`src/sv/sc_pkg.sv`:
```
// ----------------------------------------------------------------------------
// Stack calculator package
// Sizes, opcodes, status codes and the ALU request/response structs.
// ----------------------------------------------------------------------------
package sc_pkg;

  // Stack geometry and field widths
  localparam int DEPTH   = 1024;
  localparam int WORD_W  = 32;
  localparam int ADDR_W  = $clog2(DEPTH);
  localparam int CNT_W   = $clog2(DEPTH + 1);
  localparam int OP_W    = 3;
  localparam int ST_W    = 3;
  localparam int IDX_W   = 10;
  localparam int ENTRY_W = 11;

  typedef logic [OP_W-1:0]    opcode_t;
  typedef logic [ST_W-1:0]    status_t;
  typedef logic [WORD_W-1:0]  word_t;
  typedef logic [CNT_W-1:0]   count_t;
  typedef logic [ADDR_W-1:0]  addr_t;

  // Opcodes
  localparam opcode_t OP_PUSH     = 3'd0;
  localparam opcode_t OP_POP      = 3'd1;
  localparam opcode_t OP_PEEK_TOP = 3'd2;
  localparam opcode_t OP_PEEK_BOT = 3'd3;
  localparam opcode_t OP_ADD      = 3'd4;
  localparam opcode_t OP_SUB      = 3'd5;
  localparam opcode_t OP_MUL      = 3'd6;
  localparam opcode_t OP_DIV      = 3'd7;

  // Status codes
  localparam status_t ST_OK      = 3'd0;
  localparam status_t ST_FULL    = 3'd1;
  localparam status_t ST_EMPTY   = 3'd2;
  localparam status_t ST_RANGE   = 3'd3;
  localparam status_t ST_FEW     = 3'd4;
  localparam status_t ST_DIVZERO = 3'd5;

  // Sequencer to ALU
  typedef struct packed {
    logic    start;
    opcode_t op;
    word_t   a;
    word_t   b;
  } alu_req_t;

  // ALU to sequencer
  typedef struct packed {
    logic  done;
    word_t result;
  } alu_rsp_t;

endpackage

```
`src/sv/sc_alu.sv`:
```
// ----------------------------------------------------------------------------
// Stack calculator ALU
// One shared adder/subtractor stepped by a small sequencer: add and subtract
// in one pass, shift-add multiply and restoring floor divide one bit a step.
// ----------------------------------------------------------------------------
module sc_alu (
  input  logic             clk,
  input  logic             rst_n,
  input  sc_pkg::alu_req_t req,
  output sc_pkg::alu_rsp_t rsp
);
  import sc_pkg::*;

  localparam int ADD_W  = WORD_W + 2;
  localparam int STEP_W = $clog2(WORD_W);

  localparam logic [2:0] A_IDLE = 3'd0;
  localparam logic [2:0] A_ADD  = 3'd1;
  localparam logic [2:0] A_MUL  = 3'd2;
  localparam logic [2:0] A_DIV  = 3'd3;
  localparam logic [2:0] A_FIX  = 3'd4;
  localparam logic [2:0] A_DONE = 3'd5;

  logic [2:0]        state_r, state_nxt;
  opcode_t           op_r, op_nxt;
  word_t             acc_r, acc_nxt;
  word_t             opa_r, opa_nxt;
  word_t             opb_r, opb_nxt;
  logic              neg_r, neg_nxt;
  logic [STEP_W-1:0] cnt_r, cnt_nxt;

  logic [ADD_W-1:0]  add_a, add_b, add_sum;
  logic              add_inv, add_cin;
  logic              last_step;
  word_t             abs_a, abs_b;

  // Shared adder
  assign add_sum = add_a + (add_inv ? ~add_b : add_b) + ADD_W'(add_cin);

  assign last_step = (cnt_r == STEP_W'(WORD_W - 1));
  assign abs_a     = req.a[WORD_W-1] ? (~req.a + word_t'(1)) : req.a;
  assign abs_b     = req.b[WORD_W-1] ? (~req.b + word_t'(1)) : req.b;

  // Sequencer
  always_comb begin
    state_nxt = state_r;
    op_nxt    = op_r;
    acc_nxt   = acc_r;
    opa_nxt   = opa_r;
    opb_nxt   = opb_r;
    neg_nxt   = neg_r;
    cnt_nxt   = cnt_r;
    add_a     = '0;
    add_b     = '0;
    add_inv   = 1'b0;
    add_cin   = 1'b0;

    case (state_r)
      A_IDLE: begin
        if (req.start) begin
          op_nxt  = req.op;
          cnt_nxt = '0;
          acc_nxt = '0;
          opa_nxt = req.a;
          opb_nxt = req.b;
          case (req.op)
            OP_MUL: state_nxt = A_MUL;
            OP_DIV: begin
              opa_nxt   = abs_a;
              opb_nxt   = abs_b;
              neg_nxt   = req.a[WORD_W-1] ^ req.b[WORD_W-1];
              state_nxt = A_DIV;
            end
            default: state_nxt = A_ADD;
          endcase
        end
      end

      // Add or subtract in a single pass
      A_ADD: begin
        add_a     = {2'b00, opa_r};
        add_b     = {2'b00, opb_r};
        add_inv   = (op_r == OP_SUB);
        add_cin   = (op_r == OP_SUB);
        acc_nxt   = add_sum[WORD_W-1:0];
        state_nxt = A_DONE;
      end

      // Accumulate the shifted multiplicand for each set multiplier bit
      A_MUL: begin
        add_a = {2'b00, acc_r};
        add_b = {2'b00, opa_r};
        if (opb_r[0]) begin
          acc_nxt = add_sum[WORD_W-1:0];
        end
        opa_nxt = {opa_r[WORD_W-2:0], 1'b0};
        opb_nxt = {1'b0, opb_r[WORD_W-1:1]};
        cnt_nxt = cnt_r + STEP_W'(1);
        if (last_step) begin
          state_nxt = A_DONE;
        end
      end

      // Restoring divide: trial subtract, keep on no borrow
      A_DIV: begin
        add_a   = {1'b0, acc_r, opa_r[WORD_W-1]};
        add_b   = {2'b00, opb_r};
        add_inv = 1'b1;
        add_cin = 1'b1;
        if (!add_sum[ADD_W-1]) begin
          acc_nxt = add_sum[WORD_W-1:0];
        end else begin
          acc_nxt = {acc_r[WORD_W-2:0], opa_r[WORD_W-1]};
        end
        opa_nxt = {opa_r[WORD_W-2:0], ~add_sum[ADD_W-1]};
        cnt_nxt = cnt_r + STEP_W'(1);
        if (last_step) begin
          state_nxt = A_FIX;
        end
      end

      // Floor on mixed signs: -(q + (rem != 0)) = ~q + (rem == 0)
      A_FIX: begin
        add_a     = {2'b00, ~opa_r};
        add_cin   = (acc_r == '0);
        acc_nxt   = neg_r ? add_sum[WORD_W-1:0] : opa_r;
        state_nxt = A_DONE;
      end

      A_DONE: state_nxt = A_IDLE;

      default: state_nxt = A_IDLE;
    endcase
  end

  always_ff @(posedge clk) begin
    if (!rst_n) begin
      state_r <= A_IDLE;
    end else begin
      state_r <= state_nxt;
    end
    op_r  <= op_nxt;
    acc_r <= acc_nxt;
    opa_r <= opa_nxt;
    opb_r <= opb_nxt;
    neg_r <= neg_nxt;
    cnt_r <= cnt_nxt;
  end

  assign rsp.done   = (state_r == A_DONE);
  assign rsp.result = acc_r;
endmodule

```
`config.mk`:
```
export PLATFORM = sky130hd
export DESIGN_NAME = sc_alu
export DESIGN_NICKNAME = d
export VERILOG_FILES = /design/src/sv/sc_pkg.sv /design/src/sv/sc_alu.sv
export SDC_FILE = /design/constraint.sdc
export NUM_CORES = 1
export LEC_CHECK = 0
export ABC_AREA = 0
export BUFFER_PORTS_ARGS = -buffer_cell sky130_fd_sc_hd__buf_4
export CAP_MARGIN = 10
export CELL_PAD_IN_SITES_DETAIL_PLACEMENT = 0
export CELL_PAD_IN_SITES_GLOBAL_PLACEMENT = 1
export CORE_UTILIZATION = 50
export DETAILED_ROUTE_END_ITERATION = 8
export MAX_ROUTING_LAYER = met4
export PLACE_DENSITY_LB_ADDON = 0.1
export SLEW_MARGIN = 30
export SYNTH_ARGS = -nofsm -noshare
export SYNTH_HDL_FRONTEND = slang
export SYNTH_SLANG_ARGS = --single-unit
```
`constraint.sdc`:
```
create_clock -name clk -period 8.3 [get_ports clk]
set_clock_uncertainty 0.2 [all_clocks]
set_input_delay 0.83 -clock clk [delete_from_list [all_inputs] [get_ports clk]]
set_output_delay 0.83 -clock clk [all_outputs]
set_load 0.01 [all_outputs]
```
==> results.sh <==
export IMPL_ios=103
export IMPL_routedWlPerCell_microns=22.2
export IMPL_worst_slew_pin_slew_ps=977
export IMPL_fp_dieW_microns=144
export IMPL_rrSetupSlack_ps=2270
export IMPL_wl_met3_microns=2070
export IMPL_timing_rr_end="acc_r[30]"
export IMPL_critPathCaptureType="flip-flop"
export IMPL_final_common_cell="nand2_1"
export IMPL_port_buffers=102
export IMPL_min_period_ps=6030
export IMPL_drc=0
export IMPL_period_share_pct=72.6
export IMPL_cellPowerDensity_mw_per_mm2=206
export IMPL_synth_nets=1258
export IMPL_r2r_start="state_r[0]"
export IMPL_via_per_inst=6.52
export IMPL_netlist_cell_type_count=91
export IMPL_min_from="opb_r[18]"
export IMPL_cp_max_fo=45
export IMPL_ys_warnings_count=0
export IMPL_insertion_delay_ps=370
export IMPL_h_tree_depth=3
export IMPL_ir_drop_mv=0.123
export IMPL_path_clk_slew_ps=80
export IMPL_grt_overflow=0
export IMPL_slew_violations=0
export IMPL_leakage_nw=4.09
export IMPL_drtPass1Iterations=5
export IMPL_outcome="complete, no violations"
export IMPL_synth_edff_count=105
export IMPL_wl_microns=32800
export IMPL_seqCellArea_sq_mm=0.00321
export IMPL_cts_tree="yes"
export IMPL_coreArea_sq_mm=0.0196
export IMPL_ant_nets=0
export IMPL_grt_pass1_wl_microns=50100
export IMPL_power_mw=2.33
export IMPL_min_delay_path_depth=2
export IMPL_grt_usage_pct=33.2
export IMPL_min_to="opb_r[17]"
export IMPL_async_reset_ff_share_pct=0
export IMPL_hold_path_class="reg -> reg"
export IMPL_grt_max_degree=65
export IMPL_die_h_microns=144
export IMPL_die_area_sq_mm=0.0207
export IMPL_dominantRegCellSynth="edfxtp_1"
export IMPL_hold_violations=0
export IMPL_critPathKind="reg -> reg"
export IMPL_multiInputGateArea_sq_mm=0.00652
export IMPL_clkSinkCount=108
export IMPL_synth_area_per_cell_sq_um=8.76
export IMPL_max_cap_viol_count=0
export IMPL_cp_start_kind="flip-flop"
export IMPL_max_freq_mhz=166
export IMPL_syn_cell_area_sq_mm=0.0101
export IMPL_syn2layout_area_growth_pct=12.4
export IMPL_finalSetupViolations=0
export IMPL_antenna_found_initial=0
export IMPL_post_cts_setup_buffers=0
export IMPL_finish_net_count=1318
export IMPL_place_congestion=0.995
export IMPL_floorplan_initialDensity_pct=51.4
export IMPL_cp_required_ps=8290
export IMPL_maxSlewHeadroom_pct=34.8
export IMPL_synth_seq_cells=108
export IMPL_hpwl_microns=24400
export IMPL_root_buffer="clkbuf_16"
export IMPL_rsz0062_at_grt="false"
export IMPL_numCtsBuffers=9
export IMPL_cp_arrival_ps=6020
export IMPL_cts_resized=0
export IMPL_yosysSeqAreaShare_pct=31.9
export IMPL_met1_length_microns=14300
export IMPL_layout_drive_gt1_share_pct=17.2
export IMPL_synth_cells=1150
export IMPL_num_antenna_cells=0
export IMPL_rows=51
export IMPL_r2r_cells=16
export IMPL_nFillCells=1889
export IMPL_num_vias=9647
export IMPL_clockBufferDepth=2
export IMPL_drt_iter0_markers=872
export IMPL_dr_max_layer_used="met4"
export IMPL_grt_pass1_vias=8780
export IMPL_cts_hold_buf=0
export IMPL_final_setup_tns_ps=0
export IMPL_wl_met2_microns=14700
export IMPL_final_cell_mix="nand2_1 (124), buf_4 (117), edfxtp_1 (105)"
[routing by layer]
metal | track usage (%) | up-vias
met1 | 43.5 | 4537
met3 | 4.50 | 110
met2 | 50.2 | 457
met5 | - | -
li1 | - | 4543
met4 | 16.4 | 0
[cell families after synthesis]
kind of cell    count (synthesis)  share of synthesized area (%)
compound gates                429                           29.3
simple gates                  338                           16.7
xor+xnor                      109                           9.48
flops                         108                           31.9
buf+inv                        91                           3.63
fa+ha+maj                      38                           4.87
mux                            37                           4.06
[layout make-up]
cell class	count	share of cell area [%]
clock buffer	10	2.02
sequential	108	28.4
timing repair buffer	117	7.76
clock inverter	6	0.498
multi-input combinational	951	57.6
tap	265	2.93
inverter	23	0.763
[report_power, final]
part	switching, mW	internal (mW)	total (mW)	leakage [nW]
logic	0.580	0.424	1.00	2.89
registers	0.153	0.735	0.889	1.06
clock network	0.232	0.211	0.443	0.137
total	0.965	1.37	2.33	4.09
[synthesized netlist by cell type (7+ instances only)]
master	count	area (sq um)
a211oi_1	12	90.1
a21o_1	24	180
a21oi_1	68	340
a22o_1	8	70.1
a22oi_1	74	556
and2_1	7	43.8
and3_1	9	56.3
buf_2	7	35.0
clkbuf_1	54	203
edfxtp_1	105	3150
ha_1	36	450
inv_1	22	82.6
mux2_2	31	349
nand2_1	124	465
nand3_1	27	135
nand4_1	12	75.1
nor2_1	72	270
nor3_1	20	100
nor4_1	16	100
o211ai_1	8	60.1
o21ai_0	98	490
o21ai_1	11	55.1
o22ai_1	34	213
o31ai_1	12	90.1
o41ai_1	7	61.3
or3_1	7	43.8
xnor2_1	74	648
xor2_1	35	307
[how the worst max path moves through the flow]
| stage | start | endpoint |
|---|---|---|
| detailed placement | state_r[0] | acc_r[20] |
| global placement | state_r[0] | acc_r[30] |
| floorplan | state_r[0] | acc_r[20] |
| global route | state_r[0] | acc_r[16] |
| finish | state_r[0] | acc_r[30] |
| CTS | state_r[0] | acc_r[20] |
[flip-flops by register name (all words and copies together) (netlist names)]
signal / count
op_r: 3
state_r: 3
opa_r: 32
opb_r: 32
neg_r: 1
acc_r: 32
cnt_r: 5
[through the flow]
step           hold WS [ps]  instances  utilization (%)  setup WS (ps)  area [sq um]
5_1_grt                 391       1480             57.8           1920         11300
6_report                379       1480             57.8           2270         11300
2_1_floorplan           322       1150                -           3720         10100
3_3_place_gp            354       1464             56.3           2420         11000
4_1_cts                 381       1480             57.8           2300         11300
3_5_place_dp            342       1464             56.3           2310         11000
[worst max-delay path, stage by stage (launching register included)]
cell	delay, ps
dfxtp_2	320
buf_4	500
inv_1	230
nor2_2	120
buf_4	370
o21ai_0	290
inv_2	750
xnor2_1	210
fa_1	490
fa_1	430
a21oi_1	230
o211ai_2	260
a311oi_1	450
a211oi_1	210
mux2i_1	360
a21oi_1	120
o32ai_1	280
No activity file was read; power rests on OpenSTA's default activity.
